`src/bbl_pkg.sv`:
```
// Package for the byte-budget LRU cache with pins.
// Holds operation kinds, result status codes, sequencer states and byte helpers.
// No dependencies.
`timescale 1ns / 1ps
`default_nettype none

package bbl_pkg;

  localparam int TOTAL_W = 40;
  localparam int KEY_W   = 32;
  localparam int SIZE_W  = 32;
  localparam int STAMP_W = 64;
  localparam int EV_W    = 5;

  typedef enum logic [2:0] {
    K_LOOKUP = 3'd0,
    K_ADMIT  = 3'd1,
    K_PIN    = 3'd2,
    K_UNPIN  = 3'd3,
    K_CLEAR  = 3'd4
  } kind_t;

  typedef enum logic [2:0] {
    STS_DONE    = 3'd0,
    STS_MISS    = 3'd1,
    STS_HIT     = 3'd2,
    STS_NOROOM  = 3'd3,
    STS_NOOBJ   = 3'd4,
    STS_PINFULL = 3'd5
  } status_t;

  typedef enum logic [3:0] {
    S_IDLE,
    S_LK_SCAN,
    S_AD_PIN,
    S_AD_DROP,
    S_AD_FIT,
    S_AD_EVSCAN,
    S_AD_EVICT,
    S_AD_INS,
    S_PN_SCAN,
    S_PN_NEW,
    S_UP_SCAN,
    S_SWEEP,
    S_DONE
  } state_t;

  // Subtract a size from the byte total, stopping at zero
  function automatic logic [TOTAL_W-1:0] sat_sub(input logic [TOTAL_W-1:0] a,
                                                 input logic [SIZE_W-1:0] b);
    logic [TOTAL_W-1:0] bx;
    bx = {{(TOTAL_W-SIZE_W){1'b0}}, b};
    return (a >= bx) ? a - bx : '0;
  endfunction

endpackage

`default_nettype wire

```
`src/bbl_ram.sv`:
```
// Simple dual-port synchronous RAM, one write and one registered read port.
// Used for the entry table and the pin table; no dependencies.
`timescale 1ns / 1ps
`default_nettype none

module bbl_ram #(
  parameter int W = 8,
  parameter int D = 16
) (
  input  wire logic                           clk,
  input  wire logic                           we,
  input  wire logic [((D > 1) ? $clog2(D) : 1)-1:0] waddr,
  input  wire logic [W-1:0]                   wdata,
  input  wire logic [((D > 1) ? $clog2(D) : 1)-1:0] raddr,
  output logic      [W-1:0]                   rdata
);

  logic [W-1:0] mem [D];

  // Write port and registered read port
  always_ff @(posedge clk) begin
    if (we) begin
      mem[waddr] <= wdata;
    end
    rdata <= mem[raddr];
  end

endmodule

`default_nettype wire

```
`src/bbl_ctrl.sv`:
```
// Sequencer for the byte-budget LRU cache: scans the entry and pin RAMs,
// keeps valid/pin bitmaps, byte totals and the output register. Uses bbl_pkg.
`timescale 1ns / 1ps
`default_nettype none

module bbl_ctrl #(
  parameter int RESIDENT_ENTRIES = 16,
  parameter int PIN_ENTRIES      = 16,
  parameter int PIN_COUNT_MAX    = 255,
  localparam int EAW = $clog2(RESIDENT_ENTRIES),
  localparam int PAW = (PIN_ENTRIES > 1) ? $clog2(PIN_ENTRIES) : 1,
  localparam int CW  = $clog2(PIN_COUNT_MAX + 1),
  localparam int EWD = 128,
  localparam int PWD = 32 + CW
) (
  input  wire logic                        clk,
  input  wire logic                        rst_n,
  input  wire logic [39:0]                 budget,
  // input transaction
  input  wire logic                        in_valid,
  output logic                             in_ready,
  input  wire logic [2:0]                  in_kind,
  input  wire logic [31:0]                 in_key,
  input  wire logic [31:0]                 in_bytes,
  input  wire logic                        in_present,
  // result transaction
  output logic                             out_valid,
  input  wire logic                        out_ready,
  output logic [2:0]                       out_status,
  output logic [4:0]                       out_evicted,
  output logic [39:0]                      out_total,
  output logic [39:0]                      out_peak,
  // entry RAM
  output logic                             ent_we,
  output logic [EAW-1:0]                   ent_wa,
  output logic [EWD-1:0]                   ent_wd,
  output logic [EAW-1:0]                   ent_ra,
  input  wire logic [EWD-1:0]              ent_rd,
  // pin RAM
  output logic                             pin_we,
  output logic [PAW-1:0]                   pin_wa,
  output logic [PWD-1:0]                   pin_wd,
  output logic [PAW-1:0]                   pin_ra,
  input  wire logic [PWD-1:0]              pin_rd
);
  import bbl_pkg::*;

  localparam int SW = ((EAW > PAW) ? EAW : PAW) + 1;
  localparam logic [SW-1:0] ELIM = SW'(RESIDENT_ENTRIES);
  localparam logic [SW-1:0] PLIM = SW'(PIN_ENTRIES);
  localparam logic [CW-1:0] PMAX = CW'(PIN_COUNT_MAX);
  localparam logic [CW-1:0] CNT_ONE = CW'(1);

  // control state
  state_t                 st_r, st_nxt;
  logic [SW-1:0]          sc_r, sc_nxt;
  logic                   dv_r, dv_nxt;
  logic [RESIDENT_ENTRIES-1:0] ent_vld_r, ent_vld_nxt;
  logic [PIN_ENTRIES-1:0] pin_vld_r, pin_vld_nxt;
  logic [STAMP_W-1:0]     touch_r, touch_nxt;
  logic [TOTAL_W-1:0]     total_r, total_nxt;
  logic [TOTAL_W-1:0]     peak_r, peak_nxt;
  logic                   out_vld_r, out_vld_nxt;

  // payload state
  logic [SW-2:0]          dix_r, dix_nxt;
  logic [RESIDENT_ENTRIES-1:0] ent_pin_r, ent_pin_nxt;
  kind_t                  kind_r, kind_nxt;
  logic [KEY_W-1:0]       key_r, key_nxt;
  logic [SIZE_W-1:0]      inc_r, inc_nxt;
  logic [EV_W-1:0]        ev_r, ev_nxt;
  status_t                status_r, status_nxt;
  logic                   free_ok_r, free_ok_nxt;
  logic [EAW-1:0]         free_ix_r, free_ix_nxt;
  logic                   pinflag_r, pinflag_nxt;
  logic                   best_ok_r, best_ok_nxt;
  logic [EAW-1:0]         best_ix_r, best_ix_nxt;
  logic [STAMP_W-1:0]     best_st_r, best_st_nxt;
  logic [SIZE_W-1:0]      best_sz_r, best_sz_nxt;
  logic                   pfree_ok_r, pfree_ok_nxt;
  logic [PAW-1:0]         pfree_ix_r, pfree_ix_nxt;
  logic                   sweep_set_r, sweep_set_nxt;
  status_t                ostat_r, ostat_nxt;
  logic [EV_W-1:0]        oev_r, oev_nxt;
  logic [TOTAL_W-1:0]     otot_r, otot_nxt;
  logic [TOTAL_W-1:0]     opeak_r, opeak_nxt;

  // shared decode
  logic                   in_fire, out_free;
  logic [EAW-1:0]         e_ix;
  logic [PAW-1:0]         p_ix;
  logic [KEY_W-1:0]       e_key, p_key;
  logic [SIZE_W-1:0]      e_size;
  logic [STAMP_W-1:0]     e_stamp;
  logic [CW-1:0]          p_cnt;
  logic                   e_match, p_match;
  logic                   e_scan, p_scan;
  logic [SW-1:0]          lim;
  logic                   issue, scan_end;
  logic [TOTAL_W-1:0]     inc40;
  logic                   fits;
  logic [TOTAL_W-1:0]     sum40;

  assign in_ready = (st_r == S_IDLE);
  assign in_fire  = in_valid && in_ready;
  assign out_free = !out_vld_r || out_ready;

  assign e_ix    = dix_r[EAW-1:0];
  assign p_ix    = dix_r[PAW-1:0];
  assign e_key   = ent_rd[31:0];
  assign e_size  = ent_rd[63:32];
  assign e_stamp = ent_rd[127:64];
  assign p_key   = pin_rd[31:0];
  assign p_cnt   = pin_rd[32 +: CW];
  assign e_match = dv_r && ent_vld_r[e_ix] && (e_key == key_r);
  assign p_match = dv_r && pin_vld_r[p_ix] && (p_key == key_r);

  assign e_scan = (st_r == S_LK_SCAN) || (st_r == S_AD_DROP) ||
                  (st_r == S_AD_EVSCAN) || (st_r == S_SWEEP);
  assign p_scan = (st_r == S_AD_PIN) || (st_r == S_PN_SCAN) || (st_r == S_UP_SCAN);
  assign lim      = e_scan ? ELIM : PLIM;
  assign issue    = (e_scan || p_scan) && (sc_r < lim);
  assign scan_end = (sc_r >= lim) && !dv_r;

  assign ent_ra = sc_r[EAW-1:0];
  assign pin_ra = sc_r[PAW-1:0];

  // Budget check: the new object fits beside the current total
  assign inc40 = {{(TOTAL_W-SIZE_W){1'b0}}, inc_r};
  assign fits  = (inc_r == '0) || ((inc40 <= budget) && (total_r <= budget - inc40));
  assign sum40 = total_r + inc40;

  // Next state
  always_comb begin
    st_nxt = st_r;
    case (st_r)
      S_IDLE: begin
        if (in_fire) begin
          case (kind_t'(in_kind))
            K_LOOKUP: st_nxt = S_LK_SCAN;
            K_ADMIT:  st_nxt = in_present ? S_AD_PIN : S_DONE;
            K_PIN:    st_nxt = S_PN_SCAN;
            K_UNPIN:  st_nxt = S_UP_SCAN;
            default:  st_nxt = S_DONE;
          endcase
        end
      end
      S_LK_SCAN: begin
        if (e_match || scan_end) st_nxt = S_DONE;
      end
      S_AD_PIN: begin
        if (p_match || scan_end) st_nxt = S_AD_DROP;
      end
      S_AD_DROP: begin
        if (scan_end) st_nxt = S_AD_FIT;
      end
      S_AD_FIT: begin
        st_nxt = (fits && free_ok_r) ? S_AD_INS : S_AD_EVSCAN;
      end
      S_AD_EVSCAN: begin
        if (scan_end) st_nxt = S_AD_EVICT;
      end
      S_AD_EVICT: begin
        st_nxt = best_ok_r ? S_AD_FIT : S_DONE;
      end
      S_AD_INS: st_nxt = S_DONE;
      S_PN_SCAN: begin
        if (p_match) st_nxt = S_DONE;
        else if (scan_end) st_nxt = pfree_ok_r ? S_PN_NEW : S_DONE;
      end
      S_PN_NEW: st_nxt = S_SWEEP;
      S_UP_SCAN: begin
        if (p_match) st_nxt = (p_cnt <= CNT_ONE) ? S_SWEEP : S_DONE;
        else if (scan_end) st_nxt = S_DONE;
      end
      S_SWEEP: begin
        if (scan_end) st_nxt = S_DONE;
      end
      S_DONE: begin
        if (out_free) st_nxt = S_IDLE;
      end
      default: st_nxt = S_IDLE;
    endcase
  end

  // Datapath and RAM controls
  always_comb begin
    sc_nxt        = sc_r;
    dv_nxt        = dv_r;
    dix_nxt       = dix_r;
    ent_vld_nxt   = ent_vld_r;
    ent_pin_nxt   = ent_pin_r;
    pin_vld_nxt   = pin_vld_r;
    touch_nxt     = touch_r;
    total_nxt     = total_r;
    peak_nxt      = peak_r;
    out_vld_nxt   = out_vld_r;
    kind_nxt      = kind_r;
    key_nxt       = key_r;
    inc_nxt       = inc_r;
    ev_nxt        = ev_r;
    status_nxt    = status_r;
    free_ok_nxt   = free_ok_r;
    free_ix_nxt   = free_ix_r;
    pinflag_nxt   = pinflag_r;
    best_ok_nxt   = best_ok_r;
    best_ix_nxt   = best_ix_r;
    best_st_nxt   = best_st_r;
    best_sz_nxt   = best_sz_r;
    pfree_ok_nxt  = pfree_ok_r;
    pfree_ix_nxt  = pfree_ix_r;
    sweep_set_nxt = sweep_set_r;
    ostat_nxt     = ostat_r;
    oev_nxt       = oev_r;
    otot_nxt      = otot_r;
    opeak_nxt     = opeak_r;
    ent_we        = 1'b0;
    ent_wa        = e_ix;
    ent_wd        = {touch_r + 64'd1, ent_rd[63:0]};
    pin_we        = 1'b0;
    pin_wa        = p_ix;
    pin_wd        = {p_cnt + CNT_ONE, key_r};

    // Drop the accepted result once the receiver takes it
    if (out_vld_r && out_ready) out_vld_nxt = 1'b0;

    // Advance the scan pointer; restart it on every state change
    if (st_nxt != st_r) begin
      sc_nxt = '0;
      dv_nxt = 1'b0;
    end else begin
      dv_nxt  = issue;
      dix_nxt = sc_r[SW-2:0];
      if (issue) sc_nxt = sc_r + 1'b1;
    end

    case (st_r)
      S_IDLE: begin
        if (in_fire) begin
          kind_nxt     = kind_t'(in_kind);
          key_nxt      = in_key;
          inc_nxt      = in_bytes;
          ev_nxt       = '0;
          status_nxt   = STS_DONE;
          free_ok_nxt  = 1'b0;
          pinflag_nxt  = 1'b0;
          pfree_ok_nxt = 1'b0;
          case (kind_t'(in_kind))
            K_LOOKUP: status_nxt = STS_MISS;
            K_ADMIT: begin
              if (!in_present) status_nxt = STS_NOOBJ;
            end
            K_CLEAR: begin
              ent_vld_nxt = '0;
              ent_pin_nxt = '0;
              pin_vld_nxt = '0;
              total_nxt   = '0;
            end
            default: ;
          endcase
        end
      end
      // Refresh the stamp of the first matching entry
      S_LK_SCAN: begin
        if (e_match) begin
          ent_we     = 1'b1;
          touch_nxt  = touch_r + 64'd1;
          status_nxt = STS_HIT;
        end
      end
      S_AD_PIN: begin
        if (p_match) pinflag_nxt = 1'b1;
      end
      // Drop a resident copy of the key and note the first free slot
      S_AD_DROP: begin
        if (dv_r) begin
          if (e_match) begin
            ent_vld_nxt[e_ix] = 1'b0;
            total_nxt         = sat_sub(total_r, e_size);
          end
          if ((!ent_vld_r[e_ix] || e_match) && !free_ok_r) begin
            free_ok_nxt = 1'b1;
            free_ix_nxt = e_ix;
          end
        end
      end
      S_AD_FIT: begin
        best_ok_nxt = 1'b0;
      end
      // Track the oldest unpinned entry, lowest index on a tie
      S_AD_EVSCAN: begin
        if (dv_r && ent_vld_r[e_ix] && !ent_pin_r[e_ix] &&
            (!best_ok_r || (e_stamp < best_st_r))) begin
          best_ok_nxt = 1'b1;
          best_ix_nxt = e_ix;
          best_st_nxt = e_stamp;
          best_sz_nxt = e_size;
        end
      end
      S_AD_EVICT: begin
        if (best_ok_r) begin
          ent_vld_nxt[best_ix_r] = 1'b0;
          total_nxt              = sat_sub(total_r, best_sz_r);
          ev_nxt                 = ev_r + 1'b1;
          if (!free_ok_r || (best_ix_r < free_ix_r)) begin
            free_ok_nxt = 1'b1;
            free_ix_nxt = best_ix_r;
          end
        end else begin
          status_nxt = STS_NOROOM;
        end
      end
      // Write the new entry into the free slot
      S_AD_INS: begin
        ent_we                 = 1'b1;
        ent_wa                 = free_ix_r;
        ent_wd                 = {touch_r + 64'd1, inc_r, key_r};
        touch_nxt              = touch_r + 64'd1;
        ent_vld_nxt[free_ix_r] = 1'b1;
        ent_pin_nxt[free_ix_r] = pinflag_r;
        total_nxt              = sum40;
        if (sum40 > peak_r) peak_nxt = sum40;
      end
      S_PN_SCAN: begin
        if (p_match) begin
          pin_we = (p_cnt < PMAX);
        end else if (dv_r && !pin_vld_r[p_ix] && !pfree_ok_r) begin
          pfree_ok_nxt = 1'b1;
          pfree_ix_nxt = p_ix;
        end
        if (!p_match && scan_end && !pfree_ok_r) status_nxt = STS_PINFULL;
      end
      S_PN_NEW: begin
        pin_we                  = 1'b1;
        pin_wa                  = pfree_ix_r;
        pin_wd                  = {CNT_ONE, key_r};
        pin_vld_nxt[pfree_ix_r] = 1'b1;
        sweep_set_nxt           = 1'b1;
      end
      S_UP_SCAN: begin
        if (p_match) begin
          if (p_cnt <= CNT_ONE) begin
            pin_vld_nxt[p_ix] = 1'b0;
            sweep_set_nxt     = 1'b0;
          end else begin
            pin_we = 1'b1;
            pin_wd = {p_cnt - CNT_ONE, key_r};
          end
        end
      end
      // Mirror the pin state onto the entry holding the key
      S_SWEEP: begin
        if (dv_r && (e_key == key_r)) ent_pin_nxt[e_ix] = sweep_set_r;
      end
      S_DONE: begin
        if (out_free) begin
          out_vld_nxt = 1'b1;
          ostat_nxt   = status_r;
          oev_nxt     = ev_r;
          otot_nxt    = total_r;
          opeak_nxt   = peak_r;
        end
      end
      default: ;
    endcase
  end

  // Control registers
  always_ff @(posedge clk) begin
    if (!rst_n) begin
      st_r      <= S_IDLE;
      sc_r      <= '0;
      dv_r      <= 1'b0;
      ent_vld_r <= '0;
      pin_vld_r <= '0;
      touch_r   <= '0;
      total_r   <= '0;
      peak_r    <= '0;
      out_vld_r <= 1'b0;
    end else begin
      st_r      <= st_nxt;
      sc_r      <= sc_nxt;
      dv_r      <= dv_nxt;
      ent_vld_r <= ent_vld_nxt;
      pin_vld_r <= pin_vld_nxt;
      touch_r   <= touch_nxt;
      total_r   <= total_nxt;
      peak_r    <= peak_nxt;
      out_vld_r <= out_vld_nxt;
    end
  end

  // Payload registers
  always_ff @(posedge clk) begin
    dix_r       <= dix_nxt;
    ent_pin_r   <= ent_pin_nxt;
    kind_r      <= kind_nxt;
    key_r       <= key_nxt;
    inc_r       <= inc_nxt;
    ev_r        <= ev_nxt;
    status_r    <= status_nxt;
    free_ok_r   <= free_ok_nxt;
    free_ix_r   <= free_ix_nxt;
    pinflag_r   <= pinflag_nxt;
    best_ok_r   <= best_ok_nxt;
    best_ix_r   <= best_ix_nxt;
    best_st_r   <= best_st_nxt;
    best_sz_r   <= best_sz_nxt;
    pfree_ok_r  <= pfree_ok_nxt;
    pfree_ix_r  <= pfree_ix_nxt;
    sweep_set_r <= sweep_set_nxt;
    ostat_r     <= ostat_nxt;
    oev_r       <= oev_nxt;
    otot_r      <= otot_nxt;
    opeak_r     <= opeak_nxt;
  end

  assign out_valid   = out_vld_r;
  assign out_status  = ostat_r;
  assign out_evicted = oev_r;
  assign out_total   = otot_r;
  assign out_peak    = opeak_r;

`ifndef SYNTH
  a_peak_covers_total: assert property (@(posedge clk) disable iff (!rst_n)
    total_r <= peak_r) else $error("resident total above peak");

  a_peak_monotonic: assert property (@(posedge clk) disable iff (!rst_n)
    1'b1 |=> peak_r >= $past(peak_r)) else $error("peak decreased");

  a_touch_step: assert property (@(posedge clk) disable iff (!rst_n)
    (touch_r != $past(touch_r)) |-> (touch_r == $past(touch_r) + 64'd1))
    else $error("touch counter jumped");

  a_pinfull_only_pin: assert property (@(posedge clk) disable iff (!rst_n)
    (st_r == S_DONE && status_r == STS_PINFULL) |-> (kind_r == K_PIN))
    else $error("pin table full reported for a non-pin transaction");
`endif

endmodule

`default_nettype wire

```
`src/byte_budget_lru_cache_with_pins.sv`:
```
// Top level of the byte-budget LRU cache with pins: configuration register,
// entry and pin RAMs, sequencer. Depends on bbl_pkg, bbl_ram, bbl_ctrl.
//
// Usage: an operation enters on the in_ stream (lookup, admit, pin, unpin,
// clear); exactly one result leaves on the out_ stream for each one, carrying
// status, eviction count, resident byte total and peak total.
// The budget register sits at byte address 0 of the cfg_ port (64-bit data).
// Work per operation, with N = RESIDENT_ENTRIES and P = PIN_ENTRIES: clear,
// unused kinds and an admit of a missing object go straight to the result;
// lookup scans up to N entries, pin/unpin up to P (plus a sweep of N when a
// key enters or leaves the pin table), and admit scans P and N entries plus
// a scan of N for every eviction attempt. The cost is set by the
// one-entry-per-cycle read of the entry RAM and pin RAM.
// One operation is worked on at a time; in_tready is high only when idle.
// A finished result waits in the output register while the receiver stalls;
// the next operation may already be accepted and runs until its own result
// needs that register.
// Reset clears the valid bitmaps, totals, touch counter and budget; the entry
// pin bitmap and RAM contents are not cleared, and the RAMs need no clearing pass.
`timescale 1ns / 1ps
`default_nettype none

module byte_budget_lru_cache_with_pins #(
  parameter int RESIDENT_ENTRIES = 16,
  parameter int PIN_ENTRIES      = 16,
  parameter int PIN_COUNT_MAX    = 255
) (
  input  wire logic        clk,
  input  wire logic        rst_n,
  // asset_key[31:0], incoming_bytes[63:32], object_present[64]
  input  wire logic        in_tvalid,
  output logic             in_tready,
  input  wire logic [71:0] in_tdata,
  // kind[2:0]
  input  wire logic [2:0]  in_tuser,
  // status[2:0], evicted_count[7:3], resident_total[47:8], peak_total[87:48]
  output logic             out_tvalid,
  input  wire logic        out_tready,
  output logic [87:0]      out_tdata,
  // configuration
  input  wire logic        cfg_psel,
  input  wire logic        cfg_penable,
  input  wire logic        cfg_pwrite,
  input  wire logic [3:0]  cfg_paddr,
  input  wire logic [63:0] cfg_pwdata,
  output logic [63:0]      cfg_prdata,
  output logic             cfg_pready
);
  import bbl_pkg::*;

  localparam int EAW = $clog2(RESIDENT_ENTRIES);
  localparam int PAW = (PIN_ENTRIES > 1) ? $clog2(PIN_ENTRIES) : 1;
  localparam int CW  = $clog2(PIN_COUNT_MAX + 1);
  localparam int EWD = 128;
  localparam int PWD = 32 + CW;
  localparam logic [3:0] ADDR_BUDGET = 4'd0;

  logic [TOTAL_W-1:0] budget_r;
  logic               budget_sel;

  logic               ent_we, pin_we;
  logic [EAW-1:0]     ent_wa, ent_ra;
  logic [EWD-1:0]     ent_wd, ent_rd;
  logic [PAW-1:0]     pin_wa, pin_ra;
  logic [PWD-1:0]     pin_wd, pin_rd;

  logic [2:0]         o_status;
  logic [4:0]         o_ev;
  logic [39:0]        o_total, o_peak;

  // Configuration port, register 0 decoded on its 8-byte slot
  assign cfg_pready = 1'b1;
  assign budget_sel = (cfg_paddr[3] == ADDR_BUDGET[3]);
  assign cfg_prdata = budget_sel ? {24'd0, budget_r} : 64'd0;

  always_ff @(posedge clk) begin
    if (!rst_n) begin
      budget_r <= '0;
    end else if (cfg_psel && cfg_penable && cfg_pwrite && cfg_pready && budget_sel) begin
      budget_r <= cfg_pwdata[TOTAL_W-1:0];
    end
  end

  bbl_ram #(.W(EWD), .D(RESIDENT_ENTRIES)) u_ent_ram (
    .clk   (clk),
    .we    (ent_we),
    .waddr (ent_wa),
    .wdata (ent_wd),
    .raddr (ent_ra),
    .rdata (ent_rd)
  );

  bbl_ram #(.W(PWD), .D(PIN_ENTRIES)) u_pin_ram (
    .clk   (clk),
    .we    (pin_we),
    .waddr (pin_wa),
    .wdata (pin_wd),
    .raddr (pin_ra),
    .rdata (pin_rd)
  );

  bbl_ctrl #(
    .RESIDENT_ENTRIES (RESIDENT_ENTRIES),
    .PIN_ENTRIES      (PIN_ENTRIES),
    .PIN_COUNT_MAX    (PIN_COUNT_MAX)
  ) u_ctrl (
    .clk         (clk),
    .rst_n       (rst_n),
    .budget      (budget_r),
    .in_valid    (in_tvalid),
    .in_ready    (in_tready),
    .in_kind     (in_tuser),
    .in_key      (in_tdata[31:0]),
    .in_bytes    (in_tdata[63:32]),
    .in_present  (in_tdata[64]),
    .out_valid   (out_tvalid),
    .out_ready   (out_tready),
    .out_status  (o_status),
    .out_evicted (o_ev),
    .out_total   (o_total),
    .out_peak    (o_peak),
    .ent_we      (ent_we),
    .ent_wa      (ent_wa),
    .ent_wd      (ent_wd),
    .ent_ra      (ent_ra),
    .ent_rd      (ent_rd),
    .pin_we      (pin_we),
    .pin_wa      (pin_wa),
    .pin_wd      (pin_wd),
    .pin_ra      (pin_ra),
    .pin_rd      (pin_rd)
  );

  assign out_tdata = {o_peak, o_total, o_ev, o_status};

endmodule

`default_nettype wire

```
`config.mk`:
```
export PLATFORM = sky130hd
export DESIGN_NAME = byte_budget_lru_cache_with_pins
export DESIGN_NICKNAME = d
export VERILOG_FILES = /design/src/bbl_pkg.sv /design/src/bbl_ram.sv /design/src/bbl_ctrl.sv /design/src/byte_budget_lru_cache_with_pins.sv
export SDC_FILE = /design/constraint.sdc
export NUM_CORES = 2
export LEC_CHECK = 0
export ABC_CLOCK_PERIOD_IN_PS = 9200
export BUFFER_PORTS_ARGS = -buffer_cell sky130_fd_sc_hd__buf_2
export CAP_MARGIN = 20
export CORE_ASPECT_RATIO = 0.9
export CORE_MARGIN = 8
export CORE_UTILIZATION = 36
export CTS_BUF_LIST = sky130_fd_sc_hd__clkbuf_8
export DETAILED_ROUTE_END_ITERATION = 10
export RECOVER_POWER = 100
export SLEW_MARGIN = 20
export SYNTH_ARGS = -nofsm -noshare
export SYNTH_HDL_FRONTEND = slang
export SYNTH_SLANG_ARGS = --single-unit
```
`constraint.sdc`:
```
create_clock -name clk -period 9.2 [get_ports clk]
set_input_delay 0.92 -clock clk [delete_from_list [all_inputs] [get_ports clk]]
set_output_delay 0.92 -clock clk [all_outputs]
set_load 0.02 [all_outputs]
```
==> reports/results.ini <==
[outcome]
status = finished, violations left
violations = max-capacitance violations, max-slew violations

[detailed_routing]
via_count = 76634
drt-initial-drc-count = 7117
vias_per_cell = 5.39
wl_per_cell_um = 25.2
wirelength_um = 358000
drc = 0
firstDrtPassIters = 6
ant_nets = 0

[power_and_ir_drop]
clockPowerShare_pct = 35.5
p_leak_uw = 0.0514
p_per_area_mw_per_mm2 = 226
sequentialPowerShare_pct = 50.5
p_sw_share_pct = 26.4
ir_drop_v = 0.000183
cellInternalPower_uw = 26200
combPwrFrac_pct = 14.0
power_uw = 35600
power.switching_uw = 9390

[logic_synthesis]
synthCells = 7894
synth-seq-cells = 3376
synth_area_mm2 = 0.139
synth_cell_types = 100
synthArstFlopShare_pct = 0
yosysSeqAreaShare_pct = 70.2
synth_edf_count = 2981
synth_warnings = 0
synth_ff_type = edfxtp_1
syn_area_per_cell_um2 = 17.6

[clocking]
htreeDepth = 6
cts_tree = done
cts_buffers = 561
clk_latency_ns = 1.17
postCtsSetupBuffers = 0
clk_pin_slew_ns = 0.06
clockRootBuffer = clkbuf_8
clk_path_buf_depth = 4
clock-sinks = 3376

[hold_path]
hold_depth = 2
holdCritStartpoint = in_tuser[1]
hp-class = in -> reg
min_to = u_ctrl.status_r[2]$_DFFE_PP_

[sta]
tns_ns = 0
holdWs_ns = 0.167
rsz0062_at_grt = no
skew_ns = 0.105
tightest_slew_ns = 4.25
slew_viol_final = 2160
setup_viol = 0
period_needed_ns = 8.20
finalHoldViolCount = 0
timing.final.crit_share_pct = 89.2
maxSlewHeadroom_pct = -184
max_freq_mhz = 122

[critical_path]
cp_data_arrival_time_ns = 9.25
start_kind = flop
critPathMaxFanout = 37
reg2reg_depth = 12
end_kind = flop
required_ns = 10.25
timing.rr.end = u_ctrl.total_r[9]$_SDFFE_PN0P_
path_class = reg -> reg
r2r_setup_slack_ns = 1.0
rr_startpoint = u_ctrl.dix_r[0]$_DFFE_PN_

[die]
ios = 305
core_area_mm2 = 0.384
die_w_um = 670
fp-row-count = 216
die_area_mm2 = 0.406
die_height_um = 605
initial_utilization_pct = 36.1

[finish]
area_growth_pct = 13.7
drive_above_1_share_pct = 20.2
nets = 9072

[grt]
grt_max_degree = 136
antenna_found_initial = 8
grt_pass1_vias = 78077
grt_pass1_wl_um = 523000
track_usage_pct = 17.0
grt.overflow.total = 0

[placed_design]
numPortBuffers = 245
hpwl_um = 199000
globalplace.congestion = 0.910

[job]
maxCapViolCount = 57

logic make-up after synthesis:
kind of cell,after synthesis,share of synthesized area [%]
xor gates and xnor gates,300,1.89
buffers and inverters,630,1.80
and+or+nand+nor,1427,4.86
other,2,0.00541
muxes,927,14.4
adders and majority gates,284,2.58
AOI/OAI and AO/OA,948,4.27
DFF,3376,70.2
synthesized netlist by cell type (all sizes together), types with 32 or more instances:
master	instances	area share, %
a21o	65	0.35
xor2	113	0.71
nor2	386	1.1
dfxtp	395	5.7
o21ai	236	0.85
xnor2	187	1.2
nor2b	76	0.34
nor4	33	0.16
a211oi	38	0.21
mux2i	74	0.53
nor3	73	0.28
inv	252	0.68
a21oi	315	1.1
and3	33	0.15
nand2b	33	0.15
ha	280	2.5
buf	125	0.44
o22ai	32	0.14
nand4	81	0.38
nand2	481	1.3
edfxtp	2981	65
mux4	853	14
clkbuf	252	0.68
nand3	106	0.39
or3	41	0.18
cell type report:
type,instances,area [um2]
Inverter,253,956
Clock buffer,631,8680
Antenna cell,5,12.5
Clock inverter,384,2050
Tap cell,5123,6410
Sequential cell,3376,97400
Multi-Input combinational cell,3911,39000
Fill cell,34472,227000
Timing Repair Buffer,535,3300
cells in the final DEF (no fill, tap or decap), drive strengths merged, types with 147 or more instances in the layout:
cell type and instances:
edfxtp 2981, clkbuf 915, mux4 853, inv 486
nand2 481, dfxtp 395, nor2 386, a21oi 315
ha 280, o21ai 236, xnor2 187, buf 147
registers in the layout (all words and copies together) (netlist names), 40 cells and up:
register          count
u_ent_ram.mem      2048
u_pin_ram.mem       640
u_ent_ram.rdata     128
u_ctrl.best_st_r     64
u_ctrl.touch_r       64
budget_r             40
u_ctrl.out_peak      40
u_ctrl.out_total     40
u_ctrl.peak_r        40
u_ctrl.total_r       40
u_pin_ram.rdata      40
routing by layer:
layer	share of wire [%]	GRT usage (%)
met4	2.7	4.75
met5	0.0059	0
met3	6.8	2.89
met1	44	24.0
met2	47	27.3
how the worst max path moves through the flow:
stage,start,endpoint,slack (ns),depth (start not counted)
2_1_floorplan,u_ctrl.key_r[0]$_DFFE_PP_,u_ent_ram.mem[1][0]$_DFFE_PP_,1.15,7
3_3_place_gp,u_ctrl.inc_r[9]$_DFFE_PP_,u_ctrl.peak_r[37]$_SDFFE_PN0P_,2.03,22
3_5_place_dp,u_ctrl.inc_r[13]$_DFFE_PP_,u_ctrl.peak_r[14]$_SDFFE_PN0P_,1.97,22
4_1_cts,u_ctrl.inc_r[13]$_DFFE_PP_,u_ctrl.peak_r[7]$_SDFFE_PN0P_,1.96,22
5_1_grt,u_ctrl.dix_r[0]$_DFFE_PN_,u_pin_ram.mem[11][19]$_DFFE_PP_,0.81,12
6_report,u_ctrl.dix_r[0]$_DFFE_PN_,u_ctrl.total_r[9]$_SDFFE_PN0P_,1.0,12
worst max-delay path, stage by stage (launching register included):
cell,delay [ns]
edfxtp_1,0.32
clkbuf_1,1.26
mux4_2,0.70
a22o_1,0.21
a221oi_1,1.04
nor2_1,0.30
a22oi_4,0.29
clkbuf_1,1.63
inv_1,0.80
nor2_1,0.84
clkbuf_1,0.44
a22oi_1,0.15
o21ai_0,0.10
repair_timing:
item	4_1_cts	5_1_grt
endpoints found under the hold margin	104	0
resized for setup	0	0
hold buffers	104	0
power groups by stage:
| stage | sequential (uW) | clock, uW | combinational, uW |
|---|---|---|---|
| final | 18000 | 12600 | 4990 |
| after global routing | 18000 | 13600 | 5410 |
| after CTS | 17900 | 13000 | 5120 |
| after detailed placement | 18300 | 0 | 5060 |
| after global placement | 18200 | 0 | 4990 |
| after floorplan | 18000 | 0 | 3600 |
metrics by stage:
step	area [um2]	setup WS [ns]	cells	util, %
floorplan	139000	1.15	7917	-
global placement	147000	2.03	13092	38.2
detailed placement	147000	1.97	13093	38.2
CTS	159000	1.96	14212	41.3
global route	158000	0.810	14216	41.1
finish	158000	0.997	14218	41.1
Note: power is estimated with default switching activity, not from simulation.
